## config.mk

```make
export PLATFORM = sky130hd
export DESIGN_NAME = pfbc_stage
export DESIGN_NICKNAME = d
export VERILOG_FILES = /design/src/design/pfbc_pkg.sv /design/src/design/pfbc_stage.sv
export SDC_FILE = /design/constraint.sdc
export NUM_CORES = 1
export LEC_CHECK = 0
export BUFFER_PORTS_ARGS = -buffer_cell sky130_fd_sc_hd__buf_4
export CELL_PAD_IN_SITES_DETAIL_PLACEMENT = 1
export CELL_PAD_IN_SITES_GLOBAL_PLACEMENT = 1
export CORE_AREA = 10 10 126 128
export DETAILED_ROUTE_END_ITERATION = 6
export DIE_AREA = 0 0 136 138
export PLACE_DENSITY_LB_ADDON = 0.1
export SYNTH_ARGS = -nofsm -noshare
export SYNTH_HDL_FRONTEND = slang
export SYNTH_SLANG_ARGS = --single-unit
```

## constraint.sdc

```tcl
create_clock -name i_clk -period 1.9 [get_ports i_clk]
set_input_delay 0.38 -clock i_clk [delete_from_list [all_inputs] [get_ports i_clk]]
set_output_delay 0.38 -clock i_clk [all_outputs]
set_load 0.005 [all_outputs]
```

## src/design/pfbc_pkg.sv

```systemverilog
`timescale 1ns / 1ps
// ----------------------------------------------------------------------------
// Power float BCD codec package
// Word types of both channels, the internal pipeline word and the constants
// shared by the stages.
// ----------------------------------------------------------------------------
package pfbc_pkg;

    // Direction codes carried in the mode field.
    localparam logic MODE_DECODE = 1'b0;
    localparam logic MODE_ENCODE = 1'b1;

    // Exponent codes with a fixed meaning.
    localparam logic [2:0] EXP_DIV_TEN = 3'd7;
    localparam logic [2:0] EXP_WHOLE   = 3'd4;
    localparam logic [2:0] EXP_MAX_DIV = 3'd6;

    localparam logic [31:0] DIGIT_LIMIT  = 32'd1000;
    localparam logic [9:0]  DIGIT_SAT    = 10'd999;
    localparam logic [31:0] WHOLE_LIMIT  = 32'd99900;

    // Reciprocals used in place of dividers.
    localparam logic [63:0] RECIP_TEN_32 = 64'h0000_0000_CCCC_CCCD; // x/10 = (x*r)>>35
    localparam logic [23:0] RECIP_TEN_11 = 24'd6554;                // x/10 = (x*r)>>16
    localparam logic [40:0] RECIP_HUND   = 41'd167773;              // x/100 = (x*r)>>24
    localparam logic [23:0] HUND_FRAC    = 24'd167772;              // exact multiple below this

    typedef struct packed {
        logic              mode;
        logic [15:0]       packed_in;
        logic signed [31:0] power_in;
    } t_in_word;

    typedef struct packed {
        logic signed [31:0] power_out;
        logic [15:0]       packed_out;
    } t_out_word;

    // Word that travels down the pipeline; each stage fills in its own fields.
    typedef struct packed {
        logic        mode;
        logic        neg;
        logic [2:0]  dec_g;
        logic [10:0] dec_sum;
        logic [31:0] val;
        logic        enc_lt;
        logic [2:0]  enc_n;
        logic        enc_whole;
        logic [9:0]  enc_q;
        logic [2:0]  enc_g;
        logic [9:0]  digit;
        logic [3:0]  hund;
        logic [6:0]  rem;
        logic [15:0] word;
    } t_work;

    // Scale factor 10^(6-g) for exponents 0 to 6.
    function automatic logic [19:0] pfbc_pow10(input logic [2:0] g);
        logic [19:0] p;
        unique case (g)
            3'd0:    p = 20'd1000000;
            3'd1:    p = 20'd100000;
            3'd2:    p = 20'd10000;
            3'd3:    p = 20'd1000;
            3'd4:    p = 20'd100;
            3'd5:    p = 20'd10;
            default: p = 20'd1;
        endcase
        return p;
    endfunction

endpackage

```

## src/design/pfbc_stage.sv

```systemverilog
`timescale 1ns / 1ps
// ----------------------------------------------------------------------------
// Pipeline stage register
// Holds one pipeline word with its valid bit and passes back-pressure up.
// ----------------------------------------------------------------------------
module pfbc_stage
    import pfbc_pkg::*;
(
    input  logic  i_clk,
    input  logic  i_rst_n,
    input  logic  i_valid,
    output logic  o_ready,
    input  t_work i_work,
    output logic  o_valid,
    input  logic  i_ready,
    output t_work o_work
);

    logic  r_valid;
    t_work r_work;

    // The stage can load whenever it is empty or its word leaves this cycle.
    assign o_ready = !r_valid || i_ready;
    assign o_valid = r_valid;
    assign o_work  = r_work;

    always_ff @(posedge i_clk) begin
        if (!i_rst_n) begin
            r_valid <= 1'b0;
        end else if (o_ready) begin
            r_valid <= i_valid;
        end
    end

    always_ff @(posedge i_clk) begin
        if (o_ready && i_valid) begin
            r_work <= i_work;
        end
    end

endmodule

```

==> reports/qor.txt <==
Final-stage net count -> 439
Via count -> 1943
DRT Wirelength -> 9770 µm
Postcts setup bufs -> 0
Clk sinks -> 104
Netlist Area Pre-Place -> 3150 µm²
Overall power -> 4.84 mW
All-Layer GR Usage -> 0.103
Outcome -> finished clean
Port Buffers -> 211
Gpl congestion -> 0.713
Width of the chip -> 136 µm
Post-synth EDFFs -> 103
Setup violators final -> 0
CTS Buf Count -> 9
CTS resizes -> 0
Compound-cell area share of the yosys netlist -> 0.00357
DP Worst Slack -> 0.466 ns
Critical Path RT -> 1.52 ns
Period utilisation layout -> 0.689
Yosys warns -> 0
Rel. slew slack -> 0.776
Post-synthesis mux area share -> 0
Main combinational cell family by area after synthesis -> simple AND/OR/NAND/NOR gates
Post-DP HPWL -> 7770 µm
Asr flop ratio synth -> 0
DRC errors left -> 0
Chip Height -> 138 µm
Top-area cell type share of the netlist area -> 0.982
Setup Skew -> 0.00359 ns
PD cells -> 920 nW/µm²
Sequential area share after synthesis -> 0.988
Post-route ant nets -> 0
Inserted Diodes -> 0
Critical path peak fanout -> 3
Most frequent cell after synthesis -> edfxtp_1
Layout cell share with drive strength beyond 1 -> 0.677
Syn nets -> 215
Worst setup SP type -> register
Unique cell type count in the Yosys netlist -> 6
Post-Synth XOR/XNOR Area -> 0
Ports -> 212
Area contributors post-synth -> edfxtp_1, dfxtp_1, nand2b_4
Syn Area/Cell -> 29.2 µm²
Worst min-delay path category -> input pin to register
CTS tree -> yes
Worst setup margin -> 0.592 ns
Crit path time final -> 1.31 ns
Std-Cell Rows -> 43
Drt via density -> 3.76
Root buffer cell -> clkbuf_16
Final core utilization -> 0.389
Final hold violation count -> 0
Fillers -> 1382
Max Cap Viol -> 0
Crit Path Class -> register to output port
Antenna violations before repair -> 0
Starting Density -> 0.233
Die ar. -> 18800 µm²
Synth Area in Simple Gates -> 0.00715
Synth Instances -> 108
R2r setup slk -> 0.64 ns
Unrepaired setup endpoints after global routing -> no
Worst-path clk slew -> 0.07 ns
Slew Limit Fails -> 0
Crit path DAT -> 0.93 ns
Initial drt markers -> 156
Grt total ovfl -> 0
Htree depth -> 3
Longest Clk Path Bufs -> 2
DRT Pass-1 Iters -> 4
Fmax -> 0.764 GHz
Ys flop type -> edfxtp_1
Worst-Skew Late Latency -> 0.34 ns
VDD IR-drop max -> 388 µV
First-pass GRT wire length -> 14200 µm
Dominant cell type by area after synthesis -> edfxtp_1
Core area -> 13500 µm²
Synth Area in Adders -> 0
Lkg Pwr -> 2.18 nW
Post-CTS Hold Fix Bufs -> 0
TNS Setup -> 0 ns
FF+latch count, synth -> 104
DR WL/cell -> 18.9 µm
Area Growth Syn to Fin -> 66.9%
Worst-margin pin slew -> 0.337 ns
Vias in the first global route -> 2145
Pin count of the biggest net entering global routing -> 62
CP endpoint kind -> output port
area by class of cell:
cell class | count | area (µm²) | area share
flip-flops and latches | 104 | 3110 | 0.592
repair buffers | 213 | 1620 | 0.309
clock buffers | 12 | 236 | 0.0450
well taps | 180 | 225 | 0.0428
multi-input cells | 3 | 33.8 | 0.00643
clock inverters | 4 | 21.3 | 0.00405
inverters | 1 | 3.75 | 0.000714
placed cells by master, fill, tap and decap left out:
cell type   count
buf_4         211
edfxtp_1      103
clkbuf_16       9
clkbuf_1        3
clkinv_2        2
buf_12          2
nand2b_4        1
inv_1           1
a21boi_2        1
and2_4          1
clkinvlp_4      1
clkinv_1        1
dfxtp_1         1
stage by stage:
stage          instance area, µm²  instances  hold slack, ns
6_report                     5260        517           0.209
3_5_place_dp                 5000        501           0.503
2_1_floorplan                3150        108           0.479
4_1_cts                      5260        517           0.185
5_1_grt                      5260        517           0.185
3_3_place_gp                 5000        501           0.494
critical path, cell delays in order, from the launching register on:
cell and delay [ns]:
dfxtp_1 0.38, nand2b_4 0.07, buf_4 0.13
cells by family after synthesis:
| group | Yosys count |
|---|---|
| compound gates | 1 |
| flops | 104 |
| simple gates | 2 |
| buf+inv | 1 |
registers in the layout, summed over array words and instances, names as in the netlist:
register,count
o_work,103
o_valid,1
final timing paths:
path	start	end	cells past startpoint
setup / recovery	o_valid$_SDFFE_PN0P_	o_ready	2
hold / removal	i_work[70]	o_work[70]$_DFFE_PP_	1
setup reg to reg	o_valid$_SDFFE_PN0P_	o_work[28]$_DFFE_PP_	3
hold reg to reg	o_valid$_SDFFE_PN0P_	o_valid$_SDFFE_PN0P_	2
report_power, final:
part | internal (mW) | switching, mW | total (mW)
Combinational | 0.295 | 0.170 | 0.465
Clock | 0.881 | 0.772 | 1.65
Sequential | 2.68 | 0.0355 | 2.72
routing by layer:
metal  vias to the layer above  routed length, µm  global-route usage
met4                         0                198              0.0522
met3                        14               1690              0.0783
met5                         -                  0                   0
li1                        881                  -                   -
met1                       908               3510               0.108
met2                       140               4370               0.148
No activity file was read; power rests on OpenSTA's default activity.
