==> config.mk <==
export PLATFORM = sky130hd
export DESIGN_NAME = pfbc_div_step
export DESIGN_NICKNAME = d
export VERILOG_FILES = /design/src/design/pfbc_pkg.sv /design/src/design/pfbc_div_step.sv
export SDC_FILE = /design/constraint.sdc
export NUM_CORES = 1
export LEC_CHECK = 0
export ABC_AREA = 1
export BUFFER_PORTS_ARGS = -buffer_cell sky130_fd_sc_hd__buf_2
export CAP_MARGIN = 5
export CORE_MARGIN = 5
export CORE_UTILIZATION = 30
export DETAILED_ROUTE_END_ITERATION = 8
export PLACE_DENSITY = 0.44
export RECOVER_POWER = 25
export SLEW_MARGIN = 30
export SYNTH_ARGS = -nofsm -noshare
export SYNTH_HDL_FRONTEND = slang
export SYNTH_SLANG_ARGS = --single-unit
==> constraint.sdc <==
create_clock -name vclk -period 17.4
set_clock_uncertainty 0.1 [all_clocks]
set_input_delay 2.61 -clock vclk [all_inputs]
set_output_delay 2.61 -clock vclk [all_outputs]
set_load 0.01 [all_outputs]
==> src/design/pfbc_pkg.sv <==
`timescale 1ns / 1ps
// ----------------------------------------------------------------------------
// Power float BCD codec package
// Word types of both channels, the internal pipeline word and the constants
// shared by the stages.
// ----------------------------------------------------------------------------
package pfbc_pkg;

    // Direction codes carried in the mode field.
    localparam logic MODE_DECODE = 1'b0;
    localparam logic MODE_ENCODE = 1'b1;

    // Exponent codes with a fixed meaning.
    localparam logic [2:0] EXP_DIV_TEN = 3'd7;
    localparam logic [2:0] EXP_WHOLE   = 3'd4;
    localparam logic [2:0] EXP_MAX_DIV = 3'd6;

    localparam logic [31:0] DIGIT_LIMIT  = 32'd1000;
    localparam logic [9:0]  DIGIT_SAT    = 10'd999;
    localparam logic [31:0] WHOLE_LIMIT  = 32'd99900;

    // Reciprocals used in place of dividers.
    localparam logic [63:0] RECIP_TEN_32 = 64'h0000_0000_CCCC_CCCD; // x/10 = (x*r)>>35
    localparam logic [23:0] RECIP_TEN_11 = 24'd6554;                // x/10 = (x*r)>>16
    localparam logic [40:0] RECIP_HUND   = 41'd167773;              // x/100 = (x*r)>>24
    localparam logic [23:0] HUND_FRAC    = 24'd167772;              // exact multiple below this

    typedef struct packed {
        logic              mode;
        logic [15:0]       packed_in;
        logic signed [31:0] power_in;
    } t_in_word;

    typedef struct packed {
        logic signed [31:0] power_out;
        logic [15:0]       packed_out;
    } t_out_word;

    // Word that travels down the pipeline; each stage fills in its own fields.
    typedef struct packed {
        logic        mode;
        logic        neg;
        logic [2:0]  dec_g;
        logic [10:0] dec_sum;
        logic [31:0] val;
        logic        enc_lt;
        logic [2:0]  enc_n;
        logic        enc_whole;
        logic [9:0]  enc_q;
        logic [2:0]  enc_g;
        logic [9:0]  digit;
        logic [3:0]  hund;
        logic [6:0]  rem;
        logic [15:0] word;
    } t_work;

    // Scale factor 10^(6-g) for exponents 0 to 6.
    function automatic logic [19:0] pfbc_pow10(input logic [2:0] g);
        logic [19:0] p;
        unique case (g)
            3'd0:    p = 20'd1000000;
            3'd1:    p = 20'd100000;
            3'd2:    p = 20'd10000;
            3'd3:    p = 20'd1000;
            3'd4:    p = 20'd100;
            3'd5:    p = 20'd10;
            default: p = 20'd1;
        endcase
        return p;
    endfunction

endpackage

==> src/design/pfbc_div_step.sv <==
`timescale 1ns / 1ps
// ----------------------------------------------------------------------------
// Encode division step
// Cuts an encode magnitude by one decimal place while it has four or more
// digits, counting the places removed.
// ----------------------------------------------------------------------------
module pfbc_div_step
    import pfbc_pkg::*;
(
    input  t_work i_work,
    output t_work o_work
);

    logic [63:0] w_prod;

    assign w_prod = 64'(i_work.val) * RECIP_TEN_32;

    always_comb begin
        o_work = i_work;
        if (i_work.mode == MODE_ENCODE && i_work.val >= DIGIT_LIMIT) begin
            o_work.val   = 32'(w_prod[63:35]);
            o_work.enc_n = i_work.enc_n + 3'd1;
        end
    end

endmodule

==> impl_summary.txt, run 1 <==
----------------------------------------------------
[Status]
  Status ... completed

[Route]
  Drt initial violations ... 1180
  Post-route antenna net violation count ... 0
  Number of detailed-route iterations in the first pass ... 5
  Average vias per placed instance ... ~4.6
  Residual DRC ... 0
  Final wirelength ... between 70 and 80 mm
  WL per Instance ... about 23 um
  Total number of vias ... approximately 16000

[Die]
  Number of rows in the core area ... between 90 and 100
  Core box area ... 67300 um2
  Number of placed I/O pins ... 206
  Initial core utilization ... 0.303
  DIE AREA ... 73200 um2
  Chip width ... around 270 um
  DIE HEIGHT ... around 270 um

[STA]
  Maximum clock frequency ... between 0.08 and 0.09 GHz
  Final Max Tran Viols ... 0
  Time the worst path needs with I/O delays and setup ... between 10 and 15 ns
  Setup repair after global routing missed its margin ... no
  Number of setup violations in the final report ... 0
  Hold Violations, Final ... 0
  Relative slew slack ... 0.410
  Setup TNS after final layout ... 0 ns
  Slew of the pin with the lowest slew margin ... 0.878 ns
  Post-Route Hold Slack ... between 5 and 6 ns
  Portion of the clock cycle consumed by the worst path in the final layout ... 0.710

[Critical path]
  Kind of end point of the critical path ... output pin
  Element type at the critical path start ... primary input
  Critical path's most frequent cell ... sky130_fd_sc_hd__nand2_1
  Arrival time at the worst endpoint ... 9.64 ns
  Max stage delay on crit path ... 0.64 ns
  Biggest fanout along the worst timing path ... 7
  Max stage delay cell, worst path ... sky130_fd_sc_hd__fa_1
  Critical path class ... primary input to output pin
  Data required, critical path ... ~15 ns

[Finish]
  Syn-to-layout area delta ... 4.41%
  Multi-input gate area in the final layout ... 16700 um2
  Fraction of layout instances using a drive strength above 1 ... 0.0454
  Post-layout util ... 0.316
  Final nets ... 3457
  Post-route cell area ... roughly 21000 um2
  Total of fill cells in the finished design ... about 7300
  FF+latch count ... 0
  Storage cell area ... 0 um2
  Total of clock buffers placed in the layout ... 0
  Commonest cells after routing, fill and taps aside ... sky130_fd_sc_hd__inv_1, sky130_fd_sc_hd__nand2_1, sky130_fd_sc_hd__fa_1
  Ant diodes ... 0
  Most common cell after layout, fill and taps aside ... sky130_fd_sc_hd__inv_1

[Place]
  Buffers added on ports ... 72
  DP Area ... 21300 um2
  Placed wire-length estimate ... between 70 and 80 mm
  GP Congestion ... between 0.9 and 1

[GRT]
  GR Util All Layers ... 0.212
  Number of antenna violations at the first check in global routing ... 1
  Vias in the first global route ... roughly 17000
  Leftover overflow at the end of global routing ... 0
  Global-route wire length before repair ... 114 mm
  Maximum number of pins on one net before global-route repair ... 40

[Synthesis]
  Gate Count Post-Synth ... between 2000 and 3000
  Count of unique library cells instantiated by Yosys ... 36
  Syn Nets ... about 3500
  Syn avg cell area ... 7.81 um2
  Synth Warn # ... 0
  Mapped Area ... between 20000 and 25000 um2
  Share of the yosys chip area belonging to registers ... 0

[Worst hold path]
  Class of the most critical hold timing path ... primary input to output pin

[Flow run]
  MaxCap Viol Count ... 0

[Clock network]
  # hold bufs at CTS ... 0
  # resized after CTS ... 0
  Number of post-CTS setup repair buffers ... 0

----------------------------------------------------
-- critical path: cells and delay by family --
family / cells / cell delay [ns]
buf+inv: 7 / 0.88
simple gates: 12 / 1.59
fa+ha+maj: 9 / 4.52
-- layer usage --
| metal | track usage | wire length [um] | vias to the layer above |
|---|---|---|---|
| li1 | - | - | 7579 |
| met1 | 0.294 | 35200 | 7953 |
| met2 | 0.358 | 37100 | 437 |
| met3 | 0.0279 | 4270 | 71 |
| met4 | 0.0439 | 2130 | 0 |
| met5 | 0 | 0 | - |
-- final timing paths --
check                   from          to  slack [ns]  cells after the start
setup / recovery  i_work[76]  o_work[68]        5.05                     28
hold / removal    i_work[10]  o_work[10]        5.12                      0
-- cell families (layout without fill, tap and decap cells) --
| logic type | after synthesis | after routing | share of synthesized area |
|---|---|---|---|
| AO/OA/AOI/OAI | 158 | 158 | 0.0437 |
| AND/OR/NAND/NOR | 737 | 737 | 0.151 |
| buffers and inverters | 913 | 908 | 0.182 |
| adder cells (fa/ha/maj) | 751 | 751 | 0.604 |
| XOR/XNOR | 47 | 47 | 0.0202 |
-- cell usage after synthesis, drive strengths merged --
master | count | area share
inv | 834 | 0.15
nand2 | 481 | 0.090
fa | 386 | 0.38
ha | 365 | 0.22
nor2 | 134 | 0.026
nand3 | 77 | 0.019
a21oi | 75 | 0.019
buf | 72 | 0.027
o21ai | 45 | 0.011
xor2 | 34 | 0.015
o21bai | 20 | 0.0074
nor3 | 19 | 0.0057
nand4 | 14 | 0.0043
xnor2 | 13 | 0.0056
a21o | 9 | 0.0033
clkbuf | 7 | 0.0013
nor4 | 5 | 0.0028
or2 | 4 | 0.0012
nand3b | 3 | 0.0011
o21a | 3 | 0.0011
o22ai | 3 | 0.00092
a31o | 1 | 0.00043
a31oi | 1 | 0.00031
o211ai | 1 | 0.00037
-- cell type report --
type                       count  share of cell area
multi-input combinational   1693               0.784
inverter                     834               0.147
tap                          873              0.0514
timing repair buffer          74              0.0177
-- metrics by stage --
step	cells	setup slack, ns
global placement	3474	4.92
floorplan	2606	6.68
finish	3474	5.05
CTS	3474	5.00
detailed placement	3474	5.03
global route	3474	4.70
Power of run 1 is left out: the tool's default activity adds up to more than one toggle a clock period on the data nets, which glitch-free logic cannot reach.
==> run 2, diff against run 1 <==
- PLACE_DENSITY: 0.44 -> 0.46
- clock period: 17.4 -> 11.35 ns (I/O delays scaled with it)
==> run 2 against run 1 <==
Critical path depth unchanged. Global-route usage decreased by 0.23 points. Routed wire length decreased by 1.4%. Sequential share of layout area unchanged. Flip-flop and latch count unchanged.
==> impl_summary.txt, run 2 (synthesis gave the netlist of run 1 again) <==
----------------------------------------------------
[STA]
  Number of setup violations in the final report ... 0
  Relative slew slack ... 0.356
  Portion of the clock cycle consumed by the worst path in the final layout ... 0.963
  Hold Violations, Final ... 0
  Time the worst path needs with I/O delays and setup ... 10.93 ns
  Setup TNS after final layout ... 0 ns
  Slew of the pin with the lowest slew margin ... approximately 0.97 ns
  Setup repair after global routing missed its margin ... no
  Final setup slack of the worst path ... between 0.4 and 0.5 ns
  Maximum clock frequency ... between 0.09 and 0.1 GHz
  Final Max Tran Viols ... 0

[Route]
  Total number of vias ... around 16000
  Number of detailed-route iterations in the first pass ... 5
  Final wirelength ... 77.6 mm
  Drt initial violations ... around 990
  WL per Instance ... around 22 um
  Post-route antenna net violation count ... 0
  Average vias per placed instance ... between 4 and 5
  Residual DRC ... 0

[Die]
  DIE HEIGHT ... approximately 270 um
  Chip width ... 271 um
  Initial core utilization ... 0.303
  Number of placed I/O pins ... 206
  Number of rows in the core area ... 95
  Core box area ... 67300 um2
  DIE AREA ... 73200 um2

[Critical path]
  Element type at the critical path start ... primary input
  Data required, critical path ... 9.55 ns
  Largest delay share family, worst path ... adder cells
  Critical path class ... primary input to output pin
  Arrival time at the worst endpoint ... 9.13 ns
  Kind of end point of the critical path ... output pin
  Critical path's most frequent cell ... sky130_fd_sc_hd__inv_1
  Buffers and inverters on the worst path ... 11
  Max stage delay on crit path ... about 0.64 ns
  Max stage delay cell, worst path ... sky130_fd_sc_hd__fa_1
  Biggest fanout along the worst timing path ... 7

[GRT]
  Global-route wire length before repair ... between 100 and 150 mm
  Global-route layer with the greatest usage ... met2
  GR Util met3 ... 0.0216
  Leftover overflow at the end of global routing ... 0
  GR Util met2 ... 0.349
  Maximum number of pins on one net before global-route repair ... 40
  Number of antenna violations at the first check in global routing ... 0
  Vias in the first global route ... between 15000 and 20000
  GRT met1 Usage ... 0.299
  GR Util All Layers ... 0.210

[Place]
  Placed wire-length estimate ... between 70 and 80 mm
  GP Congestion ... just over 1
  Buffers added on ports ... between 70 and 80
  DP Worst Slack ... 0.440 ns

[Finish]
  Final nets ... 3457
  Fraction of layout instances using a drive strength above 1 ... 0.0454
  Storage cell area ... 0 um2
  Ant diodes ... 0
  FF+latch count ... 0
  Syn-to-layout area delta ... 4.41%
  Commonest cells after routing, fill and taps aside ... sky130_fd_sc_hd__inv_1, sky130_fd_sc_hd__nand2_1, sky130_fd_sc_hd__fa_1
  Most common cell after layout, fill and taps aside ... sky130_fd_sc_hd__inv_1
  Total of clock buffers placed in the layout ... 0

[Worst hold path]
  Class of the most critical hold timing path ... primary input to output pin

[Clock network]
  Number of post-CTS setup repair buffers ... 0
  # hold bufs at CTS ... 0
  # resized after CTS ... 0

[Status]
  Status ... completed

[Flow run]
  MaxCap Viol Count ... 0

----------------------------------------------------
## run 2: cell counts in the layout (fill, tap and decap cells not counted)
Identical to the previous run, type by type.
## run 2: path summary, 6_finish.rpt
| kind | start | end | slack [ns] | depth (start not counted) |
|---|---|---|---|---|
| hold / removal | i_work[10] | o_work[10] | 3.31 | 0 |
| setup / recovery | i_work[76] | o_work[65] | 0.42 | 28 |
## run 2: area by class of cell
| cell class | instances | area (um2) |
|---|---|---|
| fillers | 7309 | 46000 |
| multi-input cells | 1693 | 16700 |
| inverters | 834 | 3130 |
| well taps | 873 | 1090 |
| repair buffers | 74 | 375 |
## run 2: metrics by stage
stage,cell area (um2),hold WS [ns],cells,utilization
2_1_floorplan,20400,3.39,2606,-
3_3_place_gp,21300,3.31,3474,0.316
3_5_place_dp,21300,3.31,3474,0.316
4_1_cts,21300,3.31,3474,0.316
5_1_grt,21300,3.31,3474,0.316
6_report,21300,3.31,3474,0.316
## run 2: per-layer routing
layer | vias to the layer above | wire length (um)
met4 | 0 | 2080
met2 | 492 | 36100
li1 | 7581 | -
met3 | 72 | 3860
met1 | 7999 | 35600
met5 | - | 0
Power of run 2 is left out for the same reason.
==> run 3, diff against run 2 <==
- REMOVE_ABC_BUFFERS: default -> 1
- clock period: 11.35 -> 9.8 ns (I/O delays scaled with it)
==> run 3 against run 2 <==
Sequential share of layout area unchanged. Critical path depth shrank 5. Flip-flop and latch count stayed put. Hold slack worse by 0.46 ns. Die area stayed put. Critical endpoint is now o_work[62]. Largest cell class unchanged.
==> impl_summary.txt, run 3 (synthesis gave the netlist of run 1 again) <==
----------------------------------------------------
[Status]
  Status ... completed

[Place]
  Placed wire-length estimate ... roughly 76 mm
  Buffers added on ports ... between 70 and 80
  GP Congestion ... about 1

[Critical path]
  Largest delay share family, worst path ... adder cells
  Arrival time at the worst endpoint ... around 8.1 ns
  Biggest fanout along the worst timing path ... 7
  Data required, critical path ... 8.23 ns
  Max stage delay on crit path ... approximately 0.56 ns
  Element type at the critical path start ... primary input
  Critical path class ... primary input to output pin
  Max stage delay cell, worst path ... sky130_fd_sc_hd__fa_1
  Buffers and inverters on the worst path ... 4
  Kind of end point of the critical path ... output pin
  Cells along the critical path ... buf_2 > buf_4 > ha_1 > or2_2 > nand2_1 > o21ai_1 > fa_1 > fa_1 > fa_1 > fa_1 > fa_1 > ha_1 > ha_1 > nand2_1 > nor2_2 > nand2_1 > nor4_2 > buf_4 > nand2_1 > nand3b_1 > nand3_1 > nand2_1 > buf_2
  CP Launch Point ... i_work[60]

[Route]
  WL per Instance ... roughly 23 um
  Residual DRC ... 0
  Average vias per placed instance ... 4.70
  Total number of vias ... approximately 17000
  Final wirelength ... 82.9 mm
  Number of detailed-route iterations in the first pass ... 5
  Post-route antenna net violation count ... 0
  Drt initial violations ... between 1000 and 1500

[STA]
  Final Max Tran Viols ... 0
  Setup repair after global routing missed its margin ... no
  Hold Violations, Final ... 0
  Slew of the pin with the lowest slew margin ... around 0.64 ns
  Number of setup violations in the final report ... 0
  Time the worst path needs with I/O delays and setup ... between 9 and 10 ns
  Portion of the clock cycle consumed by the worst path in the final layout ... 0.981
  Relative slew slack ... 0.574
  Maximum clock frequency ... ~0.10 GHz
  Setup TNS after final layout ... 0 ns

[Worst hold path]
  Class of the most critical hold timing path ... primary input to output pin
  Worst Hold Path Cells ... 0
  Hold Path End ... o_work[29]
  HP Start ... i_work[29]

[Finish]
  Post-layout util ... 0.329
  Commonest cells after routing, fill and taps aside ... sky130_fd_sc_hd__inv_1, sky130_fd_sc_hd__nand2_1, sky130_fd_sc_hd__fa_1
  FF+latch count ... 0
  Most common cell after layout, fill and taps aside ... sky130_fd_sc_hd__inv_1
  Storage cell area ... 0 um2
  Total of clock buffers placed in the layout ... 0
  Fraction of layout instances using a drive strength above 1 ... 0.0911
  Ant diodes ... 0
  Final nets ... approximately 3600
  Syn-to-layout area delta ... 8.76%

[Die]
  Number of placed I/O pins ... between 200 and 250
  Number of rows in the core area ... 95
  Core box area ... slightly below 70000 um2
  Chip width ... approximately 270 um
  DIE AREA ... ~73000 um2
  DIE HEIGHT ... approximately 270 um
  Initial core utilization ... 0.303

[GRT]
  Vias in the first global route ... 17800
  Leftover overflow at the end of global routing ... 0
  Number of antenna violations at the first check in global routing ... 2
  GR Util All Layers ... 0.223
  Global-route wire length before repair ... 121 mm
  Maximum number of pins on one net before global-route repair ... 40

[Flow run]
  MaxCap Viol Count ... 0

[Clock network]
  # hold bufs at CTS ... 0

----------------------------------------------------
run 3: cell type report:
| cell class | instances | area (um2) |
|---|---|---|
| inverters | 834 | 3130 |
| well taps | 873 | 1090 |
| repair buffers | 174 | 1140 |
| fillers | 7265 | 45100 |
| multi-input cells | 1693 | 16800 |
run 3: per-stage QoR:
step | area, um2 | cells | setup slack, ns | hold slack (ns)
detailed placement | 22000 | 3574 | -0.180 | 2.84
floorplan | 19800 | 2527 | 1.35 | 2.84
global placement | 22000 | 3574 | -0.207 | 2.84
CTS | 22000 | 3574 | 0.000657 | 2.84
global route | 22100 | 3574 | 0.00275 | 2.84
finish | 22100 | 3574 | 0.183 | 2.84
run 3: metal layers:
layer  share of wire  routed length [um]  global-route usage
met4           0.020                1660              0.0337
met1            0.45               36900               0.307
met3           0.071                5870              0.0461
met2            0.46               38300               0.368
met5          0.0018                 149              0.0217
run 3: how the worst max path moves through the flow:
| stage | end | slack, ns | cells after the start |
|---|---|---|---|
| floorplan | o_work[76] | 1.35 | 27 |
| global placement | o_work[66] | -0.21 | 26 |
| detailed placement | o_work[66] | -0.18 | 26 |
| CTS | o_work[66] | 0.0007 | 27 |
| global route | o_work[73] | 0.003 | 27 |
| finish | o_work[62] | 0.18 | 23 |
run 3: repair_timing:
item	4_1_cts	5_1_grt
resized for setup	2	39
pin swaps	0	1
endpoints found under the setup margin	1	28
buffers inserted	0	0
Power of run 3 is left out for the same reason.
